**src/rtl/twwa_pkg.sv**
```systemverilog
// Package with shared constants, types and codes of the window average unit.
`timescale 1ns / 1ps
package twwa_pkg;
    localparam int MAX_WIDTH  = 256;
    localparam int MAX_HEIGHT = 256;
    localparam int MAX_RADIUS = 7;
    localparam int COL_W      = 8;
    localparam int ROW_W      = 8;
    localparam int ADDR_W     = COL_W + ROW_W;
    localparam int SMP_W      = 16;
    localparam int CFG_W      = 16;
    localparam int IDX_W      = 3;
    localparam int SUM_W      = 32;
    localparam int WSUM_W     = 14;
    localparam int AVG_W      = 24;

    localparam logic [IDX_W-1:0] REG_GRID_WIDTH  = 3'd0;
    localparam logic [IDX_W-1:0] REG_GRID_HEIGHT = 3'd1;
    localparam logic [IDX_W-1:0] REG_RADIUS_X    = 3'd2;
    localparam logic [IDX_W-1:0] REG_RADIUS_Y    = 3'd3;
    localparam logic [IDX_W-1:0] REG_THRESHOLD   = 3'd4;

    localparam logic OP_STORE   = 1'b0;
    localparam logic OP_COMPUTE = 1'b1;

    // Commands from the controller to the datapath.
    typedef struct packed {
        logic load;      // capture item and set up window bounds
        logic store;     // write sample to memory
        logic rd_center; // issue read of the centre pixel
        logic lat_center;// latch centre read data
        logic rd_nbr;    // issue read of the current neighbor, step window
        logic acc;       // accumulate the neighbor read last cycle
        logic div_start; // start the divider
        logic div_step;  // one restoring division step
        logic finish;    // form the result
    } t_cmd;

    // Status from the datapath to the controller.
    typedef struct packed {
        logic is_store;
        logic in_grid;
        logic last_nbr;
        logic wsum_zero;
        logic div_done;
    } t_stat;
endpackage

```
**src/rtl/twwa_ctrl.sv**
```systemverilog
// Controller state machine of the window average unit.
`timescale 1ns / 1ps
module twwa_ctrl (
    input  logic             i_clk,
    input  logic             i_rst_n,
    input  logic             i_in_valid,
    output logic             o_in_ready,
    output logic             o_out_valid,
    input  logic             i_out_ready,
    input  twwa_pkg::t_stat  i_stat,
    output twwa_pkg::t_cmd   o_cmd
);
    localparam logic [2:0] S_IDLE = 3'd0;
    localparam logic [2:0] S_CRD  = 3'd1;
    localparam logic [2:0] S_CLAT = 3'd2;
    localparam logic [2:0] S_WALK = 3'd3;
    localparam logic [2:0] S_LAST = 3'd4;
    localparam logic [2:0] S_DIV  = 3'd5;
    localparam logic [2:0] S_FIN  = 3'd6;

    logic [2:0] r_state, n_state;
    logic       r_ovalid, n_ovalid;
    logic       accept;

    // A new item is taken whenever idle; a pending result only holds back the finish step.
    assign o_in_ready  = (r_state == S_IDLE);
    assign o_out_valid = r_ovalid;
    assign accept      = i_in_valid && o_in_ready;

    always_comb begin
        n_state  = r_state;
        n_ovalid = r_ovalid;
        o_cmd    = '0;
        if (r_ovalid && i_out_ready) begin
            n_ovalid = 1'b0;
        end
        case (r_state)
            S_IDLE: begin
                if (accept) begin
                    o_cmd.load = 1'b1;
                    n_state    = S_CRD;
                end
            end
            S_CRD: begin
                if (i_stat.is_store) begin
                    o_cmd.store = 1'b1;
                    n_state     = S_IDLE;
                end else if (!i_stat.in_grid) begin
                    n_state = S_FIN;
                end else begin
                    o_cmd.rd_center = 1'b1;
                    n_state         = S_CLAT;
                end
            end
            S_CLAT: begin
                // The first neighbor read goes out while the centre is latched.
                o_cmd.lat_center = 1'b1;
                o_cmd.rd_nbr     = 1'b1;
                if (i_stat.last_nbr) begin
                    n_state = S_LAST;
                end else begin
                    n_state = S_WALK;
                end
            end
            S_WALK: begin
                o_cmd.rd_nbr = 1'b1;
                o_cmd.acc    = 1'b0;
                if (i_stat.last_nbr) begin
                    n_state = S_LAST;
                end
            end
            S_LAST: begin
                o_cmd.acc = 1'b1;
                n_state   = S_DIV;
            end
            S_DIV: begin
                if (i_stat.wsum_zero) begin
                    n_state = S_FIN;
                end else begin
                    o_cmd.div_start = 1'b1;
                    n_state         = S_FIN;
                end
            end
            S_FIN: begin
                if (!i_stat.div_done) begin
                    o_cmd.div_step = 1'b1;
                end else if (!r_ovalid || i_out_ready) begin
                    o_cmd.finish = 1'b1;
                    n_ovalid     = 1'b1;
                    n_state      = S_IDLE;
                end
            end
            default: begin
                n_state = S_IDLE;
            end
        endcase
        // Accumulation of the previous neighbor read overlaps the walk.
        if (r_state == S_WALK) begin
            o_cmd.acc = 1'b1;
        end
    end

    always_ff @(posedge i_clk) begin
        if (!i_rst_n) begin
            r_state  <= S_IDLE;
            r_ovalid <= 1'b0;
        end else begin
            r_state  <= n_state;
            r_ovalid <= n_ovalid;
        end
    end
endmodule

```
**config.mk**
```make
export PLATFORM = sky130hd
export DESIGN_NAME = twwa_ctrl
export DESIGN_NICKNAME = d
export VERILOG_FILES = /design/src/rtl/twwa_pkg.sv /design/src/rtl/twwa_ctrl.sv
export SDC_FILE = /design/constraint.sdc
export NUM_CORES = 1
export LEC_CHECK = 0
export ABC_AREA = 1
export BUFFER_PORTS_ARGS = -buffer_cell sky130_fd_sc_hd__buf_2
export CORE_AREA = 4 4 41 43
export CTS_CLUSTER_DIAMETER = 200
export DETAILED_ROUTE_END_ITERATION = 10
export DIE_AREA = 0 0 45 47
export SLEW_MARGIN = 15
export SYNTH_ARGS = -nofsm -noshare
export SYNTH_HDL_FRONTEND = slang
export SYNTH_SLANG_ARGS = --single-unit
```
**constraint.sdc**
```tcl
create_clock -name i_clk -period 1.3 [get_ports i_clk]
set_input_delay 0.26 -clock i_clk [delete_from_list [all_inputs] [get_ports i_clk]]
set_output_delay 0.26 -clock i_clk [all_outputs]
set_load 0.005 [all_outputs]
```
== Yosys cells after proc, flatten, opt, wreduce, memory -nomap -nowiden ==
Cells that the tools add are included.

* Logic and storage cells: 47
* Register bits after elaboration: 4

* Muxes and demuxes: 28
* Reduce and logical (&&, ||, !) cells: 7
* Equality and inequality tests: 10

{| class="wikitable"
|+ Operator list
! operator !! number
|-
| $mux 3 || 7
|-
| $pmux 3 s7 || 1
|-
| $mux 1 || 18
|-
| $eq 3x3->1 const B || 3
|-
| $eq 3x2->1 const B || 2
|-
| $ne 2x2->1 const B || 3
|-
| $mux 2 || 2
|-
| $reduce_and 4->1 || 1
|-
| $eq 3x1->1 const B || 1
|-
| $logic_not 3->1 || 1
|-
| $logic_and 1x1->1 || 2
|-
| $ne 2x1->1 const B || 1
|-
| $reduce_or 2->1 || 1
|-
| $logic_not 1->1 || 1
|-
| $logic_or 1x1->1 || 1
|}

== Logic depth before layout (Yosys ltp) ==
* Word-level depth: 5
* Gate-level depth with buffers: 8
* Gate-level depth less buffers: 7

== Worst setup path before layout ==
OpenSTA, ideal clock, no wires.

* Kind: register -> output
* Start: register r_state[2]
* End: output o_cmd[0] (netlist bit)
* Buffers on the path: 1
* Setup slack: 0.227 ns
* Data required time: 1.040 ns
* Data arrival time: 0.813 ns
* Cell stages (with the launch flop): 6
* Path through: dfxtp_1 -> buf_6 -> nand2_1 -> nor2_2 -> nand2_1 -> nor2_1

{| class="wikitable"
|+ RTL lines
! item !! RTL line !! source
|-
| start: declaration || twwa_ctrl.sv:21 || <nowiki>logic [2:0] r_state, n_state;</nowiki>
|-
| start signal: assignment || twwa_ctrl.sv:108 || <nowiki>r_state <= n_state;</nowiki>
|-
| end: declaration || twwa_ctrl.sv:11 || <nowiki>output twwa_pkg::t_cmd o_cmd</nowiki>
|}

==> results.md <==
- Hold WC Path Type: in2reg
- Half-perimeter wire length after detailed placement: just over 700 um
- Register area share after synthesis: 21.9%
- Accumulated negative setup slack: -0.362 ns
- Max clock buf depth: 2
- Initial drt markers: 7
- Post-Route WL: 1.10 mm
- Clock slew seen by the registers of the worst setup and hold paths: 0.03 ns
- Insertion delay to the later sink of the worst-skew pair: 0.24 ns
- Wire length of the first global-routing pass: roughly 1.7 mm
- Post-synthesis instance area: 365 um2
- CP Capture Type: primary output
- CTS tree: done
- Fmax: 710 MHz
- Most common cell after layout, fill and taps aside: sky130_fd_sc_hd__buf_2
- Fraction of layout instances using a drive strength above 1: 62.6%
- Flop pwr share: 29.7%
- Crit path kind: reg2out
- Buffering stage count on the worst path with inverters included: 2
- Final Skew: 0.00406 ns
- Violations in the final reports: setup timing
- Starting Density: 28.1%
- Number of placement rows: 13
- Area used by multi-input combinational logic: 290 um2
- Arr. time, crit path: 1.15 ns
- Die footprint: around 0.0021 mm2
- Root cell of the clock tree: sky130_fd_sc_hd__clkbuf_4
- Reported net switching power: 0.254 mW
- Count of buffers inserted at the top-level ports: 19
- Io pins: 20
- Share of total power in combinational logic: 46.6%
- Layout net count: 102
- Detailed-routing iteration count for the pre-antenna-repair pass: 4
- Endpoints failing setup: 9
- Non-filler instance count after layout: 106
- MaxCap Viol Count: 0
- Slew at the pin with the worst max-slew slack: slightly above 0.3 ns
- Worst slew margin: between 70 and 80%
- Static leakage power: about 0.35 nW
- Combined global-route utilization of all metal layers: 11.3%
- Number of global-route vias before repair: 451
- Peak VDD IR: 0.475 mV
- Number of failing hold endpoints at the final stage: 0
- Critical path launch point type: flip-flop
- Cell Chain, Critical Path: inv_6, nor3_4, or2_4, buf_6
- Power Dens Cells: 1020 mW/mm2
- Fill cell count: 143
- Routed via count divided by cell count: 4.56
- Via Count: a little under 500
- Number of antenna violations at the first check in global routing: 0
- Antenna diode count: 0
- Clock network fraction of design power: 23.6%
- DRC Markers: 0
- Most frequent cells in the layout: sky130_fd_sc_hd__buf_2 (17), sky130_fd_sc_hd__inv_1 (9), sky130_fd_sc_hd__nand2_1 (9), sky130_fd_sc_hd__nor2_1 (7), sky130_fd_sc_hd__buf_4 (7)
- Family with the most delay on the worst path: flip-flops
- Synth cell types: 18
- Min Clock Period, post-route: around 1.4 ns
- WL/cell: between 10 and 15 um
- Worst EP required: 1.04 ns
- Max FO, Critical Path: 6
- Area added between synthesis and finish: 76.4%
- CP peak stage delay: 0.42 ns
- Width of the chip: 45 um
- Number of cells produced by synthesis: 63
- Portion of the clock cycle consumed by the worst path in the final layout: 108%
- Mapped Nets: 72
- Least setup slack across all paths after layout: -0.108 ns
- Net switching fraction of the power: between 30% and 40%
- Number of pins exceeding their max-slew limit in the final report: 0
- Area of all sequential standard cells: 91.3 um2
- Mean cell area of the mapped netlist: a little under 6 um2
- #FFs+latches synth: 4
- Internal power: 0.401 mW
- Clk sinks: 4
- Setup repair after global routing missed its margin: true
- Core Region: ~0.0013 mm2
- Cells after DPL: 96
- Remaining global-route overflow: 0
- Remaining number of nets flagged by the antenna check after routing: 0
- Status: finished, violations left
- Pin count of the biggest net entering global routing: 7
- Vert. Die Dim: between 40 and 50 um
- CP max-delay cell: sky130_fd_sc_hd__dfxtp_4
- Gpl congestion: 0.843
- CTS Buf Count: 3
- Number of H-tree levels: 1
- YS warnings: 0
==> tightest hold or removal path, cell delays in order <==
cell and delay [ns]:
sky130_fd_sc_hd__buf_2 0.07, sky130_fd_sc_hd__inv_1 0.07, sky130_fd_sc_hd__a21oi_2 0.10
==> logic make-up after synthesis <==
family	after synthesis	synth area share, %
compound gates	8	11.6
buf+inv	14	18.5
flops	4	21.9
simple gates	37	47.9
==> cells in the mapped netlist <==
| master | n | share of area (%) |
|---|---|---|
| sky130_fd_sc_hd__a21oi_1 | 4 | 5.5 |
| sky130_fd_sc_hd__buf_6 | 2 | 6.2 |
| sky130_fd_sc_hd__dfxtp_1 | 4 | 22 |
| sky130_fd_sc_hd__inv_1 | 11 | 11 |
| sky130_fd_sc_hd__inv_2 | 1 | 1.0 |
| sky130_fd_sc_hd__nand2_1 | 14 | 14 |
| sky130_fd_sc_hd__nand2_2 | 2 | 3.4 |
| sky130_fd_sc_hd__nand3_1 | 3 | 4.1 |
| sky130_fd_sc_hd__nand3_2 | 1 | 2.7 |
| sky130_fd_sc_hd__nand4_1 | 1 | 1.7 |
| sky130_fd_sc_hd__nor2_1 | 12 | 12 |
| sky130_fd_sc_hd__nor2_2 | 1 | 1.7 |
| sky130_fd_sc_hd__nor3_1 | 1 | 1.4 |
| sky130_fd_sc_hd__nor3_4 | 1 | 4.5 |
| sky130_fd_sc_hd__o211ai_1 | 1 | 2.1 |
| sky130_fd_sc_hd__o21ai_0 | 2 | 2.7 |
| sky130_fd_sc_hd__o21ai_1 | 1 | 1.4 |
| sky130_fd_sc_hd__or2_2 | 1 | 1.7 |
==> power groups by stage <==
stage	sequential, mW	clock [mW]	combinational, mW
final	0.195	0.155	0.306
after global routing	0.198	0.169	0.338
after CTS	0.194	0.160	0.265
after detailed placement	0.176	0	0.205
after global placement	0.176	0	0.204
after floorplan	0.151	0	0.171
==> through the flow <==
stage / hold slack (ns) / setup slack, ns / total power, mW / area [um2] / util [%]
6_report: 0.310 / -0.108 / 0.655 / 644 / 49.5
5_1_grt: 0.318 / -0.155 / 0.704 / 644 / 49.5
4_1_cts: 0.295 / -0.0576 / 0.619 / 598 / 46.0
3_5_place_dp: 0.550 / 0.0426 / 0.381 / 464 / 35.7
3_3_place_gp: 0.548 / 0.0515 / 0.380 / 464 / 35.7
2_1_floorplan: 0.425 / 0.227 / 0.322 / 365 / -
==> flip-flops by register name, summed over array words and instances, names as in the netlist <==
name / count
o_out_valid: 1
r_state: 3
==> worst paths after layout <==
| check | from | end | slack, ns | depth (start not counted) |
|---|---|---|---|---|
| worst min register to register | o_out_valid$_SDFF_PN0_ | o_out_valid$_SDFF_PN0_ | 0.58 | 4 |
| worst max register to register | r_state[1]$_SDFFE_PN0P_ | r_state[0]$_SDFFE_PN0P_ | 0.14 | 8 |
| worst max-delay path | r_state[1]$_SDFFE_PN0P_ | o_cmd[4] | -0.11 | 4 |
| worst min-delay path | i_rst_n | r_state[0]$_SDFFE_PN0P_ | 0.31 | 3 |
==> what timing repair did <==
item                                    4_1_cts  5_1_grt
endpoints found under the setup margin       10       13
pin swaps                                     5       14
setup buffers                                 6        3
resized for setup                            22       12
hold buffers                                  0        0
gates cloned                                  0        0
==> layout make-up <==
class | instances | area share (%)
timing repair buffer | 27 | 26.6
inverter | 12 | 7.77
sequential | 4 | 14.2
tap | 15 | 2.91
clock buffer | 3 | 3.50
multi-input combinational | 45 | 45.0
==> metal layers <==
layer  up-vias  part of all wire (%)  GRT usage, %
met4         0                     0          6.43
met2        15                    50          18.1
li1        251                     -             -
met3         0                   7.5          5.36
met5         -                     0             0
met1       217                    42          12.3
(Power assumes the default switching activity.)
